## src/ecbd_pkg.sv

```systemverilog
`timescale 1ns / 1ps
`default_nettype none
// ----------------------------------------------------------------------------
// ecbd_pkg
// Shared types and constants of the cross bilateral denoiser.
// ----------------------------------------------------------------------------
package ecbd_pkg;

    localparam int MAX_WIDTH_DEF          = 1024;
    localparam int MAX_HEIGHT_DEF         = 1024;
    localparam int WEIGHT_TABLE_DEPTH_DEF = 256;

    localparam int CFG_W     = 11;
    localparam int CFG_IDX_W = 1;
    localparam int RESET_DIM = 1024;

    localparam logic [CFG_IDX_W-1:0] REG_WIDTH  = 1'b0;
    localparam logic [CFG_IDX_W-1:0] REG_HEIGHT = 1'b1;

    localparam logic ACT_PIXEL = 1'b0;
    localparam logic ACT_DRAIN = 1'b1;

    localparam logic [63:0] DW_RATIO = 64'd1032607419;
    localparam int          ONE_Q16  = 65536;

    localparam int W_W   = 17;
    localparam int NUM_W = 36;
    localparam int DEN_W = 19;
    localparam int QUO_W = 16;

    typedef logic [2:0][15:0] t_rgb;

    typedef struct packed {
        logic signed [15:0] nz;
        logic signed [15:0] ny;
        logic signed [15:0] nx;
        logic [23:0]        depth;
        logic [15:0]        alpha;
        logic [15:0]        blue;
        logic [15:0]        green;
        logic [15:0]        red;
    } t_pix;

    typedef struct packed {
        logic emit;
        logic wr;
        logic par;
        logic vl;
        logic vr;
        logic vu;
        logic vd;
        logic fd;
    } t_ctl;

endpackage
`default_nettype wire

```

## src/ecbd_div.sv

```systemverilog
`timescale 1ns / 1ps
`default_nettype none
// ----------------------------------------------------------------------------
// ecbd_div
// Pipelined restoring divider, one quotient bit per stage.
// ----------------------------------------------------------------------------
module ecbd_div (
    input  wire logic                         i_clk,
    input  wire logic                         i_en,
    input  wire logic [ecbd_pkg::NUM_W-1:0]   i_num,
    input  wire logic [ecbd_pkg::DEN_W-1:0]   i_den,
    output logic      [ecbd_pkg::QUO_W-1:0]   o_quot
);
    localparam int QW = ecbd_pkg::QUO_W;
    localparam int DW = ecbd_pkg::DEN_W;
    localparam int RW = ecbd_pkg::NUM_W - QW;

    logic [RW-1:0] r_rem [QW];
    logic [QW-1:0] r_lo  [QW];
    logic [QW-1:0] r_q   [QW];
    logic [DW-1:0] r_den [QW];
    logic [RW-1:0] s_rem [QW];
    logic [QW-1:0] s_lo  [QW];
    logic [QW-1:0] s_q   [QW];
    logic [DW-1:0] s_den [QW];

    for (genvar k = 0; k < QW; k++) begin : g_stage
        logic [RW-1:0] trial;
        logic          ge;

        if (k == 0) begin : g_first
            assign s_rem[k] = i_num[ecbd_pkg::NUM_W-1:QW];
            assign s_lo[k]  = i_num[QW-1:0];
            assign s_q[k]   = '0;
            assign s_den[k] = i_den;
        end else begin : g_next
            assign s_rem[k] = r_rem[k-1];
            assign s_lo[k]  = r_lo[k-1];
            assign s_q[k]   = r_q[k-1];
            assign s_den[k] = r_den[k-1];
        end

        assign trial = {s_rem[k][RW-2:0], s_lo[k][QW-1]};
        assign ge    = (trial >= RW'(s_den[k]));

        always_ff @(posedge i_clk) begin
            if (i_en) begin
                r_rem[k] <= ge ? trial - RW'(s_den[k]) : trial;
                r_lo[k]  <= {s_lo[k][QW-2:0], 1'b0};
                r_q[k]   <= {s_q[k][QW-2:0], ge};
                r_den[k] <= s_den[k];
            end
        end
    end

    assign o_quot = r_q[QW-1];
endmodule
`default_nettype wire

```

## config.mk

```make
export PLATFORM = sky130hd
export DESIGN_NAME = ecbd_div
export DESIGN_NICKNAME = d
export VERILOG_FILES = /design/src/ecbd_pkg.sv /design/src/ecbd_div.sv
export SDC_FILE = /design/constraint.sdc
export NUM_CORES = 1
export LEC_CHECK = 0
export ABC_AREA = 0
export BUFFER_PORTS_ARGS = -buffer_cell sky130_fd_sc_hd__buf_4
export CAP_MARGIN = 40
export CORE_MARGIN = 5
export CORE_UTILIZATION = 40
export DETAILED_ROUTE_END_ITERATION = 8
export PLACE_DENSITY = 0.58
export SLEW_MARGIN = 10
export SYNTH_ARGS = -nofsm -noshare
export SYNTH_HDL_FRONTEND = slang
export SYNTH_SLANG_ARGS = --single-unit
```

## constraint.sdc

```tcl
create_clock -name i_clk -period 3.2 [get_ports i_clk]
set_clock_uncertainty 0.2 [all_clocks]
set_input_delay 0.16 -clock i_clk [delete_from_list [all_inputs] [get_ports i_clk]]
set_output_delay 0.16 -clock i_clk [all_outputs]
set_load 0.05 [all_outputs]
```

After elaboration in Yosys (flattened, before gate mapping)
Memory sizes are Yosys's and may differ from the RTL's.
Cells that the tools add are included.
{ "op_classes": {"n_addsub": 16, "muxes": 18, "magnitude_cmp": 16} }
{ "ops": {"columns": ["cell", "n"], "rows": [
  ["$ge 20x19->1", 16],
  ["$mux 20", 16],
  ["$sub 20x19->20", 16],
  ["$mux 1", 2]
]} }
{ "word_totals": {"regBits": 0, "ramBits": 1120, "mem_count": 4, "elab_cells": 54, "output_inout_bits": 16, "input_bits": 57} }
{ "mem_list": {"columns": ["memory", "depth", "width", "rd", "rd_clocked_by_memory_dff", "wr", "line_no", "rtl"], "rows": [
  ["r_rem", 16, 20, 15, 0, 16, "ecbd_div.sv:18", "logic [RW-1:0] r_rem [QW];"],
  ["r_den", 16, 19, 15, 0, 16, "ecbd_div.sv:21", "logic [DW-1:0] r_den [QW];"],
  ["r_q", 16, 16, 16, 0, 16, "ecbd_div.sv:20", "logic [QW-1:0] r_q [QW];"],
  ["r_lo", 16, 15, 15, 0, 16, "ecbd_div.sv:19", "logic [QW-1:0] r_lo [QW];"]
]} }

Depth between registers and ports, before layout
Gate-level depths: netlist (run 1).
An unclocked memory read counts as a cell.
{ "logic_depth": {"word_depth": 3, "mapped_depth": 13, "ltp_nobuf": 12} }

Worst setup path after synthesis (run 1)
Ideal clock, no wire load.
{ "synth_path": {"path_type": "register to register", "from": "mem r_den[0][0] in the netlist's numbering", "to": "mem r_rem[0][31] in the netlist's numbering (data pin)", "arrival_ns": 2.701, "period_less_slack_ns": 3.161, "required_time_ns": 2.740, "setup_slack_ns": 0.039, "setup_time_ns": 0.260, "path_stages_with_launch": 13, "path_cell_list": "edfxtp_1 -> ha_1 -> fa_1 -> nor2b_1 -> o21a_1 -> o21ai_1 -> a311oi_1 -> or2_2 -> a31o_2 -> o21ai_2 -> inv_2 -> buf_4 -> mux2_2"} }
{ "synth_rtl": {"columns": ["item", "line_no"], "rows": [
  ["from (decl)", "ecbd_div.sv:21"],
  ["to (decl)", "ecbd_div.sv:18"]
]} }

==> impl_results.md, run 1 <==
- Biggest fanout along the worst timing path: 5
- Row cnt: 121
- Non-Filler Instances: 5623
- Violations in the final reports: setup timing
- RSZ-0062 raised after global routing: true
- Fraction of registers with async set/reset: 0
- Critical Path Sink Type: flop
- Aggregate routed wire length: 93740 um
- Global-route wire length before repair: 147000 um
- TritonCTS clock tree: yes
- Clk_lat worst skew: 680 ps
- Core region area: 108600 um^2
- Max-Cap Viols: 0
- Setup Viol. Count Final: 68
- Netlist Area Pre-Place: 43560 um^2
- Post-synthesis cell type count: 79
- Result of the run: complete, but fails checks
- Number of port buffers: 71
- Post-layout instance area: 53970 um^2
- Hold crit path type: in -> reg
- Number of ports placed on the die boundary: 73
- Number of warnings printed during yosys synthesis: 0
- Worst IR Drop VDD: 468.4 uV
- Fraction of the core area covered by cells at the end of the flow: 0.4972
- Achievable Freq: 290.8 MHz
- Fraction of synthesized cell area taken by the top area cell type: 0.5694
- Final Hold Vio Count: 0
- First-pass iteration count of the detailed router: 5
- Commonest cells after routing, fill and taps aside: sky130_fd_sc_hd__edfxtp_1, sky130_fd_sc_hd__buf_4, sky130_fd_sc_hd__inv_1
- WL per Instance: 16.67 um
- Initial detailed-routing violation count: 1366
- Num CTS Buffers: 95
- Sequential cell area: 24800 um^2
- Cell Area, Placed: 48190 um^2
- Number of sinks on the clock net: 826
- Most used flip-flop cell after synthesis: sky130_fd_sc_hd__edfxtp_1
- Number of antenna violations at the first check in global routing: 0
- Post-detailed-route DRC marker count: 0
- Commonest non-fill, non-tap cell in the layout: sky130_fd_sc_hd__edfxtp_1
- Syn Inst Count: 3589
- Initial core utilization: 0.4013
- ANT nets after route: 0
- Layout cells sized above 1: 0.2141
- Maximum number of pins on one net before global-route repair: 64
- Die Span X: 340.0 um
- Relative max-transition margin: 0.4853
- Number of diodes: 0
- Delay of the slowest critical-path stage: 530 ps
- Total nets after synthesis: 3965
- Leading area contributor after synthesis: sky130_fd_sc_hd__edfxtp_1
- Post-placement cell count: 5301
- Reg-to-reg slack, setup: -240 ps
- Synth-to-layout area growth: 23.90%
- Area of the multi-input gates: 17900 um^2
- Critical Path, Cell by Cell: inv_2 -> ha_4 -> fa_2 -> nor2b_1 -> o31a_1 -> o41ai_4 -> o21ai_2 -> a21oi_2 -> a31oi_4 -> buf_4 -> or4_4 -> mux2_2
- Total number of nets in the final design: 4510
- Cell with the largest stage delay on the worst path: sky130_fd_sc_hd__or4_4
- RD Place Congestion: 0.8740
- Clock root cell: sky130_fd_sc_hd__clkbuf_16
- Leakage: 22.22 nW
- Chip height: 340.0 um
- Ranking of synthesized cells by area: sky130_fd_sc_hd__edfxtp_1, sky130_fd_sc_hd__ha_1, sky130_fd_sc_hd__mux2_2
- WS Path Type: reg -> reg
- Vias after detailed routing: 28845
- Post-place setup slack: -414.4 ps
- Time the final worst path needs with I/O delays and setup: 3439 ps
- Overflow left after global routing: 0
- Overall die area: 115600 um^2
- Max-slew violation count: 0
- Tot GR Track Use: 0.1552
- Required @ worst endpoint: 3430 ps
- Post-CTS clock slew at the launch and capture registers of the worst setup and hold paths: 60 ps
- CTS max path bufs: 3
- Via count of the first global-routing pass: 28814
- Hold Slack: 65.25 ps
- Filler cells: 9461
- Flip-flop and latch count after synthesis: 826
- H-tree depth reported by CTS: 3
- Fraction of the yosys area taken by sequential cells: 0.5694
- Data arrival, critical path: 3670 ps
- HPWL reported at the end of detailed placement: 67860 um
- Synthesized area per cell: 12.14 um^2
- Tightest Pin Transition: 766.1 ps
- Post-route worst setup slack: -239.1 ps
- Routed via count divided by cell count: 5.130
- Part of the cycle the worst path needs: 1.075
- Power density relative to cell area: 962.3 nW/um^2
- Startpoint type of the worst setup path: flop
- Number of flops mapped to enable cells by yosys: 826
-- synth_stat cells (all sizes together) (45+ instances only) --
master / n
a21o: 101
a21oi: 251
clkbuf: 49
edfxtp: 826
ha: 304
inv: 382
mux2: 135
nand2: 153
nand2b: 46
nand3: 55
nor2: 235
nor2b: 56
nor3: 45
o21a: 45
o21ai: 187
xnor2: 119
xor2: 82
-- layer usage --
layer	routed length [um]	up-vias	share of wire	track usage
met3	3147	221	0.034	0.02138
met4	4068	0	0.043	0.06825
li1	-	14401	-	-
met1	38060	13730	0.41	0.1780
met5	0	-	0	0
met2	48470	493	0.52	0.2882
-- stage by stage --
step                setup TNS [ps]  power [W]
global route                -17690    0.05531
global placement            -15130    0.03788
detailed placement          -22080    0.03811
floorplan                        0    0.03153
CTS                          -9017    0.05079
finish                       -5734    0.05194
-- where the power goes --
| part | switching (W) | internal (W) |
|---|---|---|
| logic | 0.0120 | 0.0123 |
| registers | 0.00135 | 0.0155 |
| clock network | 0.00436 | 0.00637 |
| total | 0.0178 | 0.0342 |
-- repair_timing --
action                     CTS  global route
pin swaps                   26            63
gates resized for setup    114           200
cloned                      10             8
hold buffers                81             0
setup endpoints to repair  193           254
buffers inserted            36            28
hold endpoints to repair   233             0
-- cell families (layout without fill, tap and decap cells) --
kind of cell               after synthesis  in the layout  synth area share
AOI/OAI and AO/OA                      872            872            0.1297
DFF                                    826            826            0.5694
and+or+nand+nor                        742            744           0.08258
buffers and inverters                  468           1086           0.04274
adders and majority gates              319            319           0.09422
xor gates and xnor gates               201            201           0.04041
muxes                                  161            161           0.04096
-- state kept, by name, indices dropped and copies added, names as in the netlist --
signal and cells:
r_rem 285, r_q 136, r_den 285, r_lo 120
-- final timing paths --
kind / to / cells after the start / startpoint
setup / recovery: r_rem[1][116] / 12 / r_lo[1][74]
hold reg to reg: r_q[1][85] / 0 / r_q[1][68]
setup reg to reg: r_rem[1][116] / 12 / r_lo[1][74]
hold / removal: r_den[0][10] / 2 / i_den[10]
-- cell type report --
class | count | area share
Clock buffer | 115 | 0.04623
Clock inverter | 57 | 0.01115
Inverter | 384 | 0.02696
Multi-Input combinational cell | 2297 | 0.3317
Sequential cell | 826 | 0.4596
Tap cell | 1414 | 0.03278
Timing Repair Buffer | 530 | 0.09157
-- critical path: cells and delay by family (launching register included) --
family / cells / cell delay [ps]
buffers and inverters: 2 / 260
and+or+nand+nor: 2 / 590
muxes: 1 / 320
AOI/OAI and AO/OA: 5 / 1130
adders and majority gates: 2 / 350
DFF: 1 / 370
(Power assumes the default switching activity.)
==> run 2, diff against run 1 <==
--- a/config.mk
+++ b/config.mk
@@ -12,6 +12,7 @@
 export CORE_UTILIZATION = 40
 export DETAILED_ROUTE_END_ITERATION = 8
 export PLACE_DENSITY = 0.58
+export RECOVER_POWER = 50
 export SLEW_MARGIN = 10
 export SYNTH_ARGS = -nofsm -noshare
 export SYNTH_HDL_FRONTEND = slang
==> run 2 against run 1 <==
Net effect: the run still ends with setup timing left; first-iteration DRC count increased by 1.6%; non-clock buffer count is the same; via count about the same; die area unchanged; cell area barely moved; wire length about the same; clock power hardly changed; sequential power about the same; sequential cell count did not move; critical path depth unchanged; final cell count unchanged; worst hold slack gained 59 ps; largest power group unchanged; highest routed layer unchanged.
==> impl_results.md, run 2 (same netlist as run 1, synthesis figures left out) <==
- Biggest registers after layout: r_den: 285 flops, r_rem: 285 flops, r_q: 136 flops
- Critical path buffer and inverter count: 2
- Row cnt: 121
- Startpoint of the most critical setup path: r_lo[1][74]
- H-tree depth reported by CTS: 3
- Critical path depth: 12
- Post-layout instance area: 53940 um^2
- Endpoint of the most critical setup path: r_rem[1][116]
- Post-CTS clock slew at the launch and capture registers of the worst setup and hold paths: 60 ps
- Global-route wire length before repair: 147000 um
- Critical Path Sink Type: flop
- Tot GR Track Use: 0.1552
- Tightest Pin Transition: 749.7 ps
- Total number of nets in the final design: 4510
- Initial detailed-routing violation count: 1388
- Overall die area: 115600 um^2
- First-pass iteration count of the detailed router: 5
- Maximum number of pins on one net before global-route repair: 64
- Result of the run: complete, but fails checks
- Cell with the largest stage delay on the worst path: sky130_fd_sc_hd__or4_4
- ANT nets after route: 0
- WL per Instance: 16.66 um
- Violations in the final reports: setup timing
- Synth-to-layout area growth: 23.84%
- Initial core utilization: 0.4013
- Reg-to-reg startpoint: r_lo[1][74]
- WS Path Type: reg -> reg
- Overflow left after global routing: 0
- Startpoint type of the worst setup path: flop
- Final Hold Vio Count: 0
- CTS max path bufs: 3
- Commonest cells after routing, fill and taps aside: sky130_fd_sc_hd__edfxtp_1, sky130_fd_sc_hd__inv_1, sky130_fd_sc_hd__buf_4
- Delay of the slowest critical-path stage: 530 ps
- Number of ports placed on the die boundary: 73
- Aggregate routed wire length: 93690 um
- Vias after detailed routing: 28837
- Filler cells: 9466
- Clock root cell: sky130_fd_sc_hd__clkbuf_16
- Chip height: 340.0 um
- Part of the cycle the worst path needs: 1.074
- Number of sinks on the clock net: 826
- Hold crit path type: in -> reg
- Achievable Freq: 291.0 MHz
- Worst IR Drop VDD: 466.9 uV
- Number of port buffers: 71
- Data arrival, critical path: 3670 ps
- Time the final worst path needs with I/O delays and setup: 3437 ps
- Biggest fanout along the worst timing path: 5
- Max-Cap Viols: 0
- Required @ worst endpoint: 3430 ps
- Power density relative to cell area: 962.4 nW/um^2
- Leakage: 22.19 nW
- RSZ-0062 raised after global routing: true
- Cell Area, Placed: 48190 um^2
- TritonCTS clock tree: yes
- Max-slew violation count: 0
- Post-detailed-route DRC marker count: 0
- Reg-to-reg endpoint: r_rem[1][116]
- R2R cell count: 12
- Post-route worst setup slack: -236.5 ps
- Setup Viol. Count Final: 67
- Clk_lat worst skew: 680 ps
- Relative max-transition margin: 0.4963
- Reg-to-reg slack, setup: -240 ps
- Die Span X: 340.0 um
- Layout cells sized above 1: 0.2124
- Hold Slack: 123.8 ps
- Commonest non-fill, non-tap cell in the layout: sky130_fd_sc_hd__edfxtp_1
- Sequential cell area: 24800 um^2
- Via count of the first global-routing pass: 28814
- HPWL reported at the end of detailed placement: 67860 um
- RD Place Congestion: 0.8740
- Core region area: 108600 um^2
- Critical Path, Cell by Cell: inv_2 -> ha_4 -> fa_2 -> nor2b_1 -> o31a_1 -> o41ai_4 -> o21ai_2 -> a21oi_2 -> a31oi_4 -> buf_4 -> or4_4 -> mux2_2
- Num CTS Buffers: 95
- Kind of cell adding the most delay to the critical path: compound AO/OA/AOI/OAI gates
- Area of the multi-input gates: 17900 um^2
- Number of diodes: 0
- Number of antenna violations at the first check in global routing: 0
- Routed via count divided by cell count: 5.128
run 2: power breakdown:
group | internal (W) | switching (W)
clock | 0.00637 | 0.00435
sequential | 0.0155 | 0.00135
combinational | 0.0123 | 0.0120
total | 0.0342 | 0.0177
run 2: worst min-delay path by stage:
stage | from | to | slack [ps] | cells after the start
6_report | i_num[20] | r_rem[0][5] | 120 | 4
5_1_grt | i_den[9] | r_den[0][9] | 120 | 3
4_1_cts | i_den[10] | r_den[0][10] | 20 | 2
3_5_place_dp | i_num[11] | r_lo[0][11] | 140 | 1
3_3_place_gp | i_num[14] | r_lo[0][14] | 140 | 1
2_1_floorplan | i_den[0] | r_den[0][0] | 60 | 0
run 2: through the flow:
step | total power, W | worst slack (ps) | std cells | TNS [ps] | util
3_3_place_gp | 0.03788 | -372.1 | 5301 | -15130 | 0.4440
4_1_cts | 0.05079 | -238.3 | 5599 | -9017 | 0.4887
5_1_grt | 0.05530 | -363.2 | 5623 | -17720 | 0.4970
2_1_floorplan | 0.03153 | 38.84 | 3589 | 0 | -
6_report | 0.05192 | -236.5 | 5623 | -5729 | 0.4970
3_5_place_dp | 0.03811 | -414.4 | 5301 | -22080 | 0.4440
run 2: repair_timing:
item / CTS / global route
setup endpoints to repair: 193 / 254
endpoints found under the hold margin: 233 / 0
gates resized for setup: 114 / 200
cloned: 10 / 8
setup buffers: 36 / 28
pin swaps: 26 / 63
hold buffers: 81 / 0
run 2: routing by layer:
| metal | global-route usage | share of wire |
|---|---|---|
| met1 | 0.1780 | 0.41 |
| met2 | 0.2882 | 0.52 |
| met3 | 0.02138 | 0.034 |
| met4 | 0.06825 | 0.043 |
| met5 | 0 | 0 |
run 2: cell type report:
| class | instances | share of cell area |
|---|---|---|
| repair buffers | 530 | 0.09113 |
| multi-input cells | 2297 | 0.3319 |
| clock buffers | 115 | 0.04625 |
| clock inverters | 57 | 0.01116 |
| inverters | 384 | 0.02698 |
| well taps | 1414 | 0.03280 |
| flip-flops and latches | 826 | 0.4598 |
run 2: worst register-to-register path: cells and delay by family, from the launching register on:
kind	cells	cell delay (ps)
AOI/OAI and AO/OA	5	1120
and+or+nand+nor	2	590
adders and majority gates	2	350
muxes	1	320
buffers and inverters	2	270
DFF	1	370
